## src/rtl/core/mtse_pkg.sv

```systemverilog
// ----------------------------------------------------------------------------
// mtse_pkg
// Shared types and constants of the multitouch slot event encoder.
// ----------------------------------------------------------------------------
package mtse_pkg;

   localparam int NUM_SLOTS = 16;
   localparam int SLOT_W    = (NUM_SLOTS > 1) ? $clog2(NUM_SLOTS) : 1;
   localparam logic [7:0] SLOT_LIMIT = 8'(NUM_SLOTS);

   localparam int QUEUE_DEPTH = 2;
   localparam int QUEUE_AW    = (QUEUE_DEPTH > 1) ? $clog2(QUEUE_DEPTH) : 1;

   localparam int NUM_CODES = 7;

   // Input actions.
   localparam logic [1:0] ACT_DOWN  = 2'd0;
   localparam logic [1:0] ACT_MOVE  = 2'd1;
   localparam logic [1:0] ACT_UP    = 2'd2;

   // Event types.
   localparam logic [1:0] TYPE_ABS = 2'd0;
   localparam logic [1:0] TYPE_KEY = 2'd1;
   localparam logic [1:0] TYPE_SYN = 2'd2;

   // Event codes; each also names its bit in the per-command event mask.
   localparam logic [2:0] CODE_SLOT   = 3'd0;
   localparam logic [2:0] CODE_TRACK  = 3'd1;
   localparam logic [2:0] CODE_X      = 3'd2;
   localparam logic [2:0] CODE_Y      = 3'd3;
   localparam logic [2:0] CODE_PRESS  = 3'd4;
   localparam logic [2:0] CODE_TOUCH  = 3'd5;
   localparam logic [2:0] CODE_REPORT = 3'd6;

   // Configuration register indexes.
   localparam logic [1:0] CSR_ENABLE = 2'd0;
   localparam logic [1:0] CSR_WIDTH  = 2'd1;
   localparam logic [1:0] CSR_HEIGHT = 2'd2;

   localparam logic [15:0] FULL_SCALE = 16'hFFFF;
   localparam logic [31:0] TRACK_FREE = 32'hFFFF_FFFF;

   // One classified transaction, handed from the front end to the event sequencer.
   typedef struct packed {
      logic [7:0]  slot_id;
      logic        has_slot;
      logic        has_track;
      logic        track_free;
      logic        has_pos;
      logic        has_frame;
      logic [30:0] track_id;
      logic [31:0] prod_x;
      logic [31:0] prod_y;
      logic [15:0] pressure;
      logic        active;
   } cmd_type;

   // Queue handshake between the two halves.
   typedef struct packed {
      logic push;
   } q_wr_type;

   typedef struct packed {
      logic pop;
   } q_rd_type;

endpackage

```

## src/rtl/core/mtse_front.sv

```systemverilog
// ----------------------------------------------------------------------------
// mtse_front
// Accepts slot reports, tracks slot occupancy and IDs, forms the scaling
// products and queues one command per transaction that causes events.
// ----------------------------------------------------------------------------
module mtse_front (
   input  logic                  clock,
   input  logic                  reset,
   input  logic                  csr_wr_en,
   input  logic [1:0]            csr_index,
   input  logic [15:0]           csr_wr_data,
   input  logic                  req_valid,
   output logic                  req_ready,
   input  logic                  req_slot_valid,
   input  logic [7:0]            req_slot_id,
   input  logic [1:0]            req_action,
   input  logic [15:0]           req_pos_x,
   input  logic [15:0]           req_pos_y,
   input  logic [15:0]           req_pressure,
   input  logic                  req_frame_end,
   input  logic                  q_full,
   output logic                  q_push,
   output mtse_pkg::cmd_type     q_cmd
);
   import mtse_pkg::*;

   logic                 enable_ff, enable_in;
   logic [15:0]          width_ff, width_in;
   logic [15:0]          height_ff, height_in;
   logic [NUM_SLOTS-1:0] busy_ff, busy_in;
   logic [30:0]          next_id_ff, next_id_in;

   logic              accept;
   logic              work;
   logic              slot_ok;
   logic              is_down;
   logic              is_move;
   logic              is_up;
   logic [SLOT_W-1:0] slot_idx;
   logic [15:0]       span_x;
   logic [15:0]       span_y;

   assign req_ready = !q_full;
   assign accept    = req_valid && req_ready;
   assign work      = accept && enable_ff;
   assign slot_ok   = req_slot_valid && (req_slot_id < SLOT_LIMIT);
   assign is_down   = (req_action == ACT_DOWN);
   assign is_move   = (req_action == ACT_MOVE);
   assign is_up     = (req_action == ACT_UP);
   assign slot_idx  = req_slot_id[SLOT_W-1:0];

   // A zero surface size scales like size one.
   assign span_x = (width_ff == 16'd0) ? 16'd0 : width_ff - 16'd1;
   assign span_y = (height_ff == 16'd0) ? 16'd0 : height_ff - 16'd1;

   always_comb begin
      enable_in = enable_ff;
      width_in  = width_ff;
      height_in = height_ff;
      if (csr_wr_en) begin
         unique case (csr_index)
            CSR_ENABLE: enable_in = csr_wr_data[0];
            CSR_WIDTH:  width_in  = csr_wr_data;
            CSR_HEIGHT: height_in = csr_wr_data;
            default: ;
         endcase
      end
   end

   always_comb begin
      busy_in    = busy_ff;
      next_id_in = next_id_ff;
      if (work && slot_ok) begin
         if (is_down) begin
            busy_in[slot_idx] = 1'b1;
            next_id_in        = next_id_ff + 31'd1;
         end else if (is_up) begin
            busy_in[slot_idx] = 1'b0;
         end
      end
   end

   always_comb begin
      q_cmd.slot_id    = req_slot_id;
      q_cmd.has_slot   = slot_ok;
      q_cmd.has_track  = slot_ok && (is_down || is_up);
      q_cmd.track_free = is_up;
      q_cmd.has_pos    = slot_ok && (is_down || is_move);
      q_cmd.has_frame  = req_frame_end;
      q_cmd.track_id   = next_id_ff;
      q_cmd.prod_x     = 32'(req_pos_x) * 32'(span_x);
      q_cmd.prod_y     = 32'(req_pos_y) * 32'(span_y);
      q_cmd.pressure   = req_pressure;
      // Touch key reflects occupancy after this transaction.
      q_cmd.active     = |busy_in;
   end

   assign q_push = work && (slot_ok || req_frame_end);

   always_ff @(posedge clock) begin
      if (reset) begin
         enable_ff  <= 1'b0;
         width_ff   <= 16'd1;
         height_ff  <= 16'd1;
         busy_ff    <= '0;
         next_id_ff <= '0;
      end else begin
         enable_ff  <= enable_in;
         width_ff   <= width_in;
         height_ff  <= height_in;
         busy_ff    <= busy_in;
         next_id_ff <= next_id_in;
      end
   end

endmodule

```

## src/rtl/core/mtse_queue.sv

```systemverilog
// ----------------------------------------------------------------------------
// mtse_queue
// Short command FIFO that decouples the front end from the event sequencer.
// ----------------------------------------------------------------------------
module mtse_queue (
   input  logic                clock,
   input  logic                reset,
   input  mtse_pkg::q_wr_type  wr_ctl,
   input  mtse_pkg::cmd_type   wr_cmd,
   input  mtse_pkg::q_rd_type  rd_ctl,
   output logic                full,
   output logic                empty,
   output mtse_pkg::cmd_type   rd_cmd
);
   import mtse_pkg::*;

   cmd_type             entry_ff [QUEUE_DEPTH];
   logic [QUEUE_AW-1:0] wr_ptr_ff, wr_ptr_in;
   logic [QUEUE_AW-1:0] rd_ptr_ff, rd_ptr_in;
   logic [QUEUE_AW:0]   count_ff, count_in;
   logic                do_push;
   logic                do_pop;

   localparam logic [QUEUE_AW:0]   DEPTH_CNT = (QUEUE_AW + 1)'(QUEUE_DEPTH);
   localparam logic [QUEUE_AW-1:0] LAST_PTR  = QUEUE_AW'(QUEUE_DEPTH - 1);

   assign full    = (count_ff == DEPTH_CNT);
   assign empty   = (count_ff == '0);
   assign do_push = wr_ctl.push && !full;
   assign do_pop  = rd_ctl.pop && !empty;
   assign rd_cmd  = entry_ff[rd_ptr_ff];

   always_comb begin
      wr_ptr_in = wr_ptr_ff;
      rd_ptr_in = rd_ptr_ff;
      count_in  = count_ff;
      if (do_push) begin
         wr_ptr_in = (wr_ptr_ff == LAST_PTR) ? '0 : wr_ptr_ff + 1'b1;
      end
      if (do_pop) begin
         rd_ptr_in = (rd_ptr_ff == LAST_PTR) ? '0 : rd_ptr_ff + 1'b1;
      end
      if (do_push && !do_pop) begin
         count_in = count_ff + 1'b1;
      end else if (do_pop && !do_push) begin
         count_in = count_ff - 1'b1;
      end
   end

   always_ff @(posedge clock) begin
      if (reset) begin
         wr_ptr_ff <= '0;
         rd_ptr_ff <= '0;
         count_ff  <= '0;
      end else begin
         wr_ptr_ff <= wr_ptr_in;
         rd_ptr_ff <= rd_ptr_in;
         count_ff  <= count_in;
      end
   end

   always_ff @(posedge clock) begin
      if (do_push) begin
         entry_ff[wr_ptr_ff] <= wr_cmd;
      end
   end

endmodule

```

## src/rtl/core/mtse_back.sv

```systemverilog
// ----------------------------------------------------------------------------
// mtse_back
// Event sequencer: walks the events of the head command, finishes the
// coordinate scaling and drives the registered result channel.
// ----------------------------------------------------------------------------
module mtse_back (
   input  logic               clock,
   input  logic               reset,
   input  logic               q_empty,
   input  mtse_pkg::cmd_type  q_cmd,
   output logic               q_pop,
   output logic               rsp_valid,
   input  logic               rsp_ready,
   output logic [1:0]         rsp_event_type,
   output logic [2:0]         rsp_event_code,
   output logic signed [31:0] rsp_event_value,
   output logic               rsp_last
);
   import mtse_pkg::*;

   logic [NUM_CODES-1:0] done_ff, done_in;
   logic                 valid_ff, valid_in;
   logic [1:0]           type_ff, type_in;
   logic [2:0]           code_ff, code_in;
   logic [31:0]          value_ff, value_in;
   logic                 last_ff, last_in;

   logic [NUM_CODES-1:0] mask;
   logic [NUM_CODES-1:0] remain;
   logic [NUM_CODES-1:0] sel;
   logic [2:0]           code;
   logic                 advance;
   logic                 emit;
   logic [15:0]          quot_x;
   logic [15:0]          quot_y;

   // Division by 65535: with p = hi*65536 + lo, p - 65535*hi = lo + hi,
   // which stays below twice the divisor, so one correction step suffices.
   function automatic logic [15:0] div_full_scale(input logic [31:0] prod);
      logic [16:0] rem;
      rem = {1'b0, prod[15:0]} + {1'b0, prod[31:16]};
      return prod[31:16] + ((rem >= {1'b0, FULL_SCALE}) ? 16'd1 : 16'd0);
   endfunction

   assign quot_x = div_full_scale(q_cmd.prod_x);
   assign quot_y = div_full_scale(q_cmd.prod_y);

   always_comb begin
      mask                    = '0;
      mask[CODE_SLOT]         = q_cmd.has_slot;
      mask[CODE_TRACK]        = q_cmd.has_track;
      mask[CODE_X]            = q_cmd.has_pos;
      mask[CODE_Y]            = q_cmd.has_pos;
      mask[CODE_PRESS]        = q_cmd.has_pos;
      mask[CODE_TOUCH]        = q_cmd.has_frame;
      mask[CODE_REPORT]       = q_cmd.has_frame;
   end

   assign remain  = mask & ~done_ff;
   assign sel     = remain & (~remain + 1'b1);
   assign advance = !valid_ff || rsp_ready;
   assign emit    = advance && !q_empty;

   always_comb begin
      code = CODE_SLOT;
      for (int i = 0; i < NUM_CODES; i++) begin
         if (sel[i]) begin
            code = 3'(i);
         end
      end
   end

   always_comb begin
      valid_in = valid_ff;
      type_in  = type_ff;
      code_in  = code_ff;
      value_in = value_ff;
      last_in  = last_ff;
      done_in  = done_ff;
      q_pop    = 1'b0;
      if (advance) begin
         valid_in = emit;
      end
      if (emit) begin
         code_in = code;
         last_in = (remain == sel);
         unique case (code)
            CODE_SLOT: begin
               type_in  = TYPE_ABS;
               value_in = {24'd0, q_cmd.slot_id};
            end
            CODE_TRACK: begin
               type_in  = TYPE_ABS;
               value_in = q_cmd.track_free ? TRACK_FREE : {1'b0, q_cmd.track_id};
            end
            CODE_X: begin
               type_in  = TYPE_ABS;
               value_in = {16'd0, quot_x};
            end
            CODE_Y: begin
               type_in  = TYPE_ABS;
               value_in = {16'd0, quot_y};
            end
            CODE_PRESS: begin
               type_in  = TYPE_ABS;
               value_in = {16'd0, q_cmd.pressure};
            end
            CODE_TOUCH: begin
               type_in  = TYPE_KEY;
               value_in = {31'd0, q_cmd.active};
            end
            CODE_REPORT: begin
               type_in  = TYPE_SYN;
               value_in = '0;
            end
            default: begin
               type_in  = TYPE_ABS;
               value_in = '0;
            end
         endcase
         if (remain == sel) begin
            done_in = '0;
            q_pop   = 1'b1;
         end else begin
            done_in = done_ff | sel;
         end
      end
   end

   always_ff @(posedge clock) begin
      if (reset) begin
         valid_ff <= 1'b0;
         done_ff  <= '0;
      end else begin
         valid_ff <= valid_in;
         done_ff  <= done_in;
      end
   end

   always_ff @(posedge clock) begin
      type_ff  <= type_in;
      code_ff  <= code_in;
      value_ff <= value_in;
      last_ff  <= last_in;
   end

   assign rsp_valid       = valid_ff;
   assign rsp_event_type  = type_ff;
   assign rsp_event_code  = code_ff;
   assign rsp_event_value = signed'(value_ff);
   assign rsp_last        = last_ff;

endmodule

```

## src/rtl/core/multitouch_slot_event_encoder_top.sv

```systemverilog
// The first event of a transaction passes through the command queue and the output register.
// Throughput: one event per cycle from the single output register while rsp_ready
// is held high; a slot report that is queued causes 1 to 7 events, and a two-entry queue
// lets new reports enter while earlier events drain.
// Reset (synchronous): all slots free, tracking ID counter 0, block disabled,
// surface size 1 by 1, queue and output empty.
// ----------------------------------------------------------------------------
// multitouch_slot_event_encoder_top
// Turns touch-slot reports into multitouch type B slot, axis, key and sync events.
// ----------------------------------------------------------------------------
module multitouch_slot_event_encoder_top (
   input  logic               clock,
   input  logic               reset,
   input  logic               csr_wr_en,
   input  logic [1:0]         csr_index,
   input  logic [15:0]        csr_wr_data,
   input  logic               req_valid,
   output logic               req_ready,
   input  logic               req_slot_valid,
   input  logic [7:0]         req_slot_id,
   input  logic [1:0]         req_action,
   input  logic [15:0]        req_pos_x,
   input  logic [15:0]        req_pos_y,
   input  logic [15:0]        req_pressure,
   input  logic               req_frame_end,
   output logic               rsp_valid,
   input  logic               rsp_ready,
   output logic [1:0]         rsp_event_type,
   output logic [2:0]         rsp_event_code,
   output logic signed [31:0] rsp_event_value,
   output logic               rsp_last
);
   import mtse_pkg::*;

   cmd_type  wr_cmd;
   cmd_type  rd_cmd;
   q_wr_type wr_ctl;
   q_rd_type rd_ctl;
   logic     push;
   logic     pop;
   logic     full;
   logic     empty;

   assign wr_ctl.push  = push;
   assign rd_ctl.pop   = pop;

   mtse_front u_front (
      .clock          (clock),
      .reset          (reset),
      .csr_wr_en      (csr_wr_en),
      .csr_index      (csr_index),
      .csr_wr_data    (csr_wr_data),
      .req_valid      (req_valid),
      .req_ready      (req_ready),
      .req_slot_valid (req_slot_valid),
      .req_slot_id    (req_slot_id),
      .req_action     (req_action),
      .req_pos_x      (req_pos_x),
      .req_pos_y      (req_pos_y),
      .req_pressure   (req_pressure),
      .req_frame_end  (req_frame_end),
      .q_full         (full),
      .q_push         (push),
      .q_cmd          (wr_cmd)
   );

   mtse_queue u_queue (
      .clock  (clock),
      .reset  (reset),
      .wr_ctl (wr_ctl),
      .wr_cmd (wr_cmd),
      .rd_ctl (rd_ctl),
      .full   (full),
      .empty  (empty),
      .rd_cmd (rd_cmd)
   );

   mtse_back u_back (
      .clock           (clock),
      .reset           (reset),
      .q_empty         (empty),
      .q_cmd           (rd_cmd),
      .q_pop           (pop),
      .rsp_valid       (rsp_valid),
      .rsp_ready       (rsp_ready),
      .rsp_event_type  (rsp_event_type),
      .rsp_event_code  (rsp_event_code),
      .rsp_event_value (rsp_event_value),
      .rsp_last        (rsp_last)
   );

endmodule

```

## config.mk

```make
export PLATFORM = sky130hd
export DESIGN_NAME = multitouch_slot_event_encoder_top
export DESIGN_NICKNAME = d
export VERILOG_FILES = /design/src/rtl/core/mtse_pkg.sv /design/src/rtl/core/mtse_front.sv /design/src/rtl/core/mtse_queue.sv /design/src/rtl/core/mtse_back.sv /design/src/rtl/core/multitouch_slot_event_encoder_top.sv
export SDC_FILE = /design/constraint.sdc
export NUM_CORES = 2
export LEC_CHECK = 0
export BUFFER_PORTS_ARGS = -buffer_cell sky130_fd_sc_hd__buf_2
export CAP_MARGIN = 5
export CORE_MARGIN = 2
export CORE_UTILIZATION = 55
export CTS_CLUSTER_SIZE = 8
export DETAILED_ROUTE_END_ITERATION = 10
export PLACE_DENSITY = 0.72
export SETUP_SLACK_MARGIN = 0.02
export SYNTH_ARGS = -nofsm -noshare
export SYNTH_HDL_FRONTEND = slang
export SYNTH_HIERARCHICAL = 1
export SYNTH_SLANG_ARGS = --single-unit
```

## constraint.sdc

```tcl
create_clock -name clock -period 9.15 [get_ports clock]
set_input_delay 0.4575 -clock clock [delete_from_list [all_inputs] [get_ports clock]]
set_output_delay 0.4575 -clock clock [all_outputs]
set_load 0.05 [all_outputs]
```

# [Yosys cells after proc, flatten, opt, wreduce, memory -nomap -nowiden]
# Memories as Yosys holds them, arrays and structs flattened. A register that Yosys moved wholly into a read port is not among the register bits.
# Index checks and enable logic that the tools add are counted.
[classes] n_reduce_logical=34 multipliers=2 n_addsub=12 mux=29 eq_ne=12 bitwise=8 order_cmp=5
[op_table] operator="32-bit one-hot mux with 6 select lines" count=1
[op_table] operator="16-bit 2-to-1 mux" count=5
[op_table] operator="16-bit by 16-bit multiplier with 32-bit output" count=2
[op_table] operator="16-bit by 16-bit adder with 17-bit output" count=2
[op_table] operator="17-bit by 16-bit >= comparator with 1-bit output, second input constant" count=2
[op_table] operator="16-bit adder" count=2
[op_table] operator="16-bit zero test" count=2
[op_table] operator="32-bit 2-to-1 mux" count=1
[op_table] operator="16-bit by 1-bit subtractor with 16-bit output, second input constant" count=2
[op_table] operator="31-bit by 1-bit adder with 31-bit output, second input constant" count=1
[op_table] operator="16-bit bitwise AND" count=1
[op_table] operator="16-bit inverter" count=1
[op_table] operator="16-bit bitwise OR" count=1
[op_table] operator="16-bit OR reduction" count=1
[op_table] operator="7-bit bitwise AND" count=2
[op_table] operator="7-bit inverter" count=2
[op_table] operator="1-bit logical AND" count=13
[op_table] operator="1-bit 2-to-1 mux" count=12
[op_table] operator="3-bit == test, second input constant" count=3
[op_table] operator="3-bit 2-to-1 mux" count=3
[op_table] operator="8-bit by 5-bit < comparator with 1-bit output, second input constant" count=1
[op_table] operator="2-bit 2-to-1 mux" count=4
[op_table] operator="2-bit AND reduction" count=4
[op_table] operator="7-bit by 1-bit adder with 7-bit output, second input constant" count=1
[op_table] operator="other kinds (19)" count=33
[word_totals] mem_bits_rw=250 ff_bits=130 elab_cells=117 out_inout_bits=40 n_memories=1 input_bits=83
[memory_table] memory="u_queue.entry_ff" depth=2 width=125 read_ports=1 rd_ports_with_merged_regs=1 wr=1 line="mtse_queue.sv:17" rtl="cmd_type entry_ff [QUEUE_DEPTH];"

# [Logic depth before layout (Yosys ltp)]
[depth] word_depth=13 depth_mapped=29 depth_no_buf=26

# [Cells and area by module]
# Netlist, hierarchy kept.
[modules_own_cells] module="mtse_front" cells_each=2610 area_per_inst_um2=21574.4 n_inst=1 seq_area_each_um2=1601.5
[modules_own_cells] module="mtse_queue" cells_each=414 area_per_inst_um2=9434.0 n_inst=1 seq_area_each_um2=7607.3
[modules_own_cells] module="mtse_back" cells_each=491 area_per_inst_um2=4214.0 n_inst=1 seq_area_each_um2=1301.2

# [Least setup slack after synthesis]
# OpenSTA, ideal clock, no wires.
[synth_path] path_type="register to register" start="register u_front.width_ff[2]" end="memory u_queue/entry_ff[0][76] (netlist name), data pin" path_buffers=1 required_ns=8.880 setup_time_ns=0.270 arrival_ns=6.923 period_less_slack_ns=7.193 path_slack_ns=1.957 path_stages_with_launch=26 path_cell_list="dfxtp_1 -> nor4_1 -> nand2_1 -> nor2_1 -> nand2_1 -> xor2_1 -> nor2_1 -> clkbuf_1 -> nand2_1 -> fa_1 -> fa_1 -> inv_1 -> fa_1 -> fa_1 -> fa_1 -> inv_1 -> fa_1 -> inv_1 -> ha_1 -> a21o_1 -> a221oi_1 -> o21bai_1 -> a41oi_1 -> o21ai_0 -> a211oi_1 -> xnor2_1"
[synth_rtl] element="start: declaration" line="mtse_front.sv:28" rtl="logic [15:0] width_ff, width_in;"
[synth_rtl] element="start signal: assignment" line="mtse_front.sv:109" rtl="width_ff <= width_in;"
[synth_rtl] element="end: declaration" line="mtse_queue.sv:17"

==> results_dict.tcl <==
set metrics [dict create \
    worst_r2r_setup_slack_ns 0.81 \
    yosysWarningCount 6 \
    totalWireLength_um 77700 \
    worstSetupEndpointType "flop" \
    antenna_found_initial 0 \
    clk_latency_ns 0.61 \
    post-synth-top-count-cell "sky130_fd_sc_hd__inv_1" \
    worstPathMaxFanout 16 \
    synth.ff_latch_count 381 \
    fp.dieW_um 257 \
    drt-wirelength-per-cell_um 17.5 \
    floorplan.io_pins 123 \
    synth_area_leader_cell "sky130_fd_sc_hd__edfxtp_1" \
    syn-num-nets 4238 \
    place_ws_ns 0.920 \
    multi_input_combinational_cell_area_sq_um 22000 \
    largest_vdd_supply_drop_v 0.000152 \
    critical_path_arrival_ns 8.67 \
    worst_case_clock_buffer_depth 3 \
    cts_made_buffers 54 \
    detail-route-antenna-nets 0 \
    cts.root.buffer_cell "sky130_fd_sc_hd__clkbuf_16" \
    r2r_cells 23 \
    synthArstFlopShare_pct 0 \
    global_route_wire_length_before_repair_um 129000 \
    worst_slew_margin_rel_pct 3.34 \
    cp_cell_sequence "nor4_1 > nand2_1 > nor2_1 > xnor2_1 > nor2_1 > nand2_1 > fa_1 > inv_1 > fa_1 > fa_1 > fa_1 > fa_1 > inv_1 > fa_1 > inv_1 > ha_1 > a21o_1 > a221oi_1 > o21bai_1 > a41oi_1 > o21ai_0 > a211oi_1 > xnor2_1" \
    num-nets-final 4283 \
    hold_depth 1 \
    synth_cells 3515 \
    timing.final.crit_period_ns 8.34 \
    maximum_single_stage_delay_on_the_critical_path_ns 1.08 \
    fmax_mhz 120 \
    setup_ws_ns 0.813 \
    synth.distinct_cells 87 \
    ctsHtreeMaxLevel 2 \
    timing_worst_slew_pin_value_ns 1.44 \
    drive_above_1_share_pct 10.4 \
    effective_utilization_at_floorplan_pct 55.7 \
    synthToLayoutAreaGrowth_pct 7.74 \
    maximum_number_of_pins_on_one_net_before_global_route_repair 88 \
    clock-skew-final_ns 0.0462 \
    yosysSeqAreaShare_pct 29.8 \
    cts.sink_count 381 \
    firstDrtPassIters 7 \
    report.final.setup_viol 0 \
    path_common_cell "sky130_fd_sc_hd__fa_1" \
    antennaDiodeCount 0 \
    timing.max_cap.violations 0 \
    number_of_enable_type_register_cells_in_the_synthesized_netlist 288 \
    cts_hold_repair.buffers 0 \
    r2r_end "u_queue/entry_ff[0][76]$_DFFE_PP_" \
    core.rowCount 92 \
    vias_per_cell 5.50 \
    power_density_nw_per_um2 164 \
    grt_usage_pct 24.1 \
    drtIter0Drc 1609 \
    post_cts.resized_instances 0 \
    final_max_slew_viol_count 0 \
    seqCellArea_sq_um 10500 \
    crit_path_top_delay_cell "sky130_fd_sc_hd__nor2_1" \
    grt_pass1_vias 25300 \
    worst-endpoint-required_ns 9.49 \
    post-route-period-util_pct 91.1 \
    hold_path.class "primary input to flop" \
    grt_overflow_total 0 \
    timing.critical_path.from_type "flop" \
    core_region_area_sq_um 63200 \
    synth_top_area_share_pct 24.6 \
    cts_tree "built" \
    synthesis.area_sq_um 35200 \
    hold_violations 0 \
    hold_ws_ns 0.0361 \
    finalWeightedCongestion 0.875 \
    final_hpwl_from_detailed_placement_um 57900 \
    synthTopCellsByCount "sky130_fd_sc_hd__inv_1, sky130_fd_sc_hd__nand2_1, sky130_fd_sc_hd__fa_1" \
    filler_cell_count 5274 \
    io_buffers 122 \
    power.leakage_nw 16.9 \
    post_synth_main_area_contributors "sky130_fd_sc_hd__edfxtp_1, sky130_fd_sc_hd__fa_1, sky130_fd_sc_hd__ha_1" \
    syn-mean-instance-area_sq_um 10.0 \
    critical_setup_path_kind "flop to flop" \
    rsz_0062_raised_after_global_routing "false" \
    worst_hold_path.endpoint "u_queue/entry_ff[1][11]$_DFFE_PP_" \
    clkSlewWorstSetupHoldPaths_ns 0.05 \
    worstHoldStart "req_pressure[10]" \
    run_status "completed" \
    regToRegStartpoint "u_front/width_ff[2]$_SDFFE_PP0P_" \
    postCtsSetupBuffers 0 \
    fp.dieH_um 257 \
    remaining_drc_errors 0 \
    die_area_sq_um 66100 \
    via_count 24500 \
    final.setup.tns_ns 0 \
    postSynth.topFlopCell "sky130_fd_sc_hd__edfxtp_1" \
]
[how the worst max path moves through the flow]
| stage | start | to | slack (ns) | depth (start not counted) |
|---|---|---|---|---|
| after floorplan | u_front/width_ff[2]$_SDFFE_PP0P_ | u_queue/entry_ff[0][76]$_DFFE_PP_ | 1.96 | 25 |
| after global placement | u_front/width_ff[2]$_SDFFE_PP0P_ | u_queue/entry_ff[0][76]$_DFFE_PP_ | 1.16 | 24 |
| after detailed placement | u_front/width_ff[2]$_SDFFE_PP0P_ | u_queue/entry_ff[0][76]$_DFFE_PP_ | 0.92 | 24 |
| after CTS | u_front/width_ff[2]$_SDFFE_PP0P_ | u_queue/entry_ff[0][76]$_DFFE_PP_ | 0.95 | 24 |
| after global routing | u_front/width_ff[2]$_SDFFE_PP0P_ | u_queue/entry_ff[0][76]$_DFFE_PP_ | 0.39 | 21 |
| final | u_front/width_ff[2]$_SDFFE_PP0P_ | u_queue/entry_ff[0][76]$_DFFE_PP_ | 0.81 | 23 |
[kinds of logic after synthesis]
kind of cell               share of synthesized area [%]
and+or+nand+nor                                     15.4
adders and majority gates                           31.1
buffers and inverters                               7.67
DFF                                                 29.8
AOI/OAI and AO/OA                                   7.59
xor gates and xnor gates                            3.63
muxes                                               4.77
[where the power goes]
part	switching [W]	internal (W)	total (W)
logic	0.00145	0.000896	0.00235
clock network	0.000725	0.00113	0.00186
registers	0.00000936	0.00201	0.00202
total	0.00219	0.00404	0.00622
[cell type report]
cell class              count  area share (%)
multi-input cells        2467            58.0
repair buffers            151            2.22
flip-flops and latches    381            27.7
clock inverters             4           0.195
clock buffers              96            4.06
well taps                 846            2.79
inverters                 505            5.00
[worst max-delay path: cells and delay by family, from the launching register on]
family	cells	cell delay [ns]
flip-flops	1	0.34
AO/OA/AOI/OAI	6	1.53
adder cells (fa/ha/maj)	7	3.57
buffers and inverters	3	0.16
XOR/XNOR	2	0.22
AND/OR/NAND/NOR	5	2.29
[state kept, by name (all words and copies together), names as in the netlist, named ones only]
signal,flops
u_queue/entry_ff,250
u_back/rsp_event_value,32
u_front/next_id_ff,31
u_front/busy_ff,16
u_front/height_ff,16
u_front/width_ff,16
u_back/done_ff,7
u_back/rsp_event_code,3
u_back/rsp_event_type,2
u_queue/count_ff,2
u_back/rsp_last,1
u_back/rsp_valid,1
u_front/enable_ff,1
u_queue/rd_ptr_ff,1
u_queue/wr_ptr_ff,1
[layout by cell type (no fill, tap or decap), drive strengths merged, types with 16 or more instances in the layout]
cell	count
nand4	22
o21a	16
and2	213
nand3	45
nor2	209
xnor2	77
or3	26
fa	390
a211oi	19
inv	506
a21o	42
clkbuf	96
nor2b	16
dfxtp	93
xor2	69
a21oi	153
o21ai	76
nor3	21
edfxtp	288
nand2	477
and3	21
buf	151
nor4	18
ha	250
mux2	129
[routing by layer]
metal  wire length, um  share of wire [%]  track usage (%)  vias up
met4              1850                2.4             6.80        0
met3              4480                5.8             4.00      126
met5                 0                  0                0        -
met2             37400                 48             40.7      632
li1                  -                  -                -    11600
met1             34000                 44             32.1    12100
[stage by stage]
stage | cells | util (%) | instance area, sq um | power (W)
after floorplan | 3515 | - | 35200 | 0.00380
after global placement | 4350 | 57.5 | 36300 | 0.00433
after detailed placement | 4350 | 57.5 | 36300 | 0.00438
after CTS | 4450 | 60.0 | 37900 | 0.00626
after global routing | 4450 | 60.0 | 37900 | 0.00668
final | 4450 | 60.0 | 37900 | 0.00622
No activity file was read; power rests on OpenSTA's default activity.
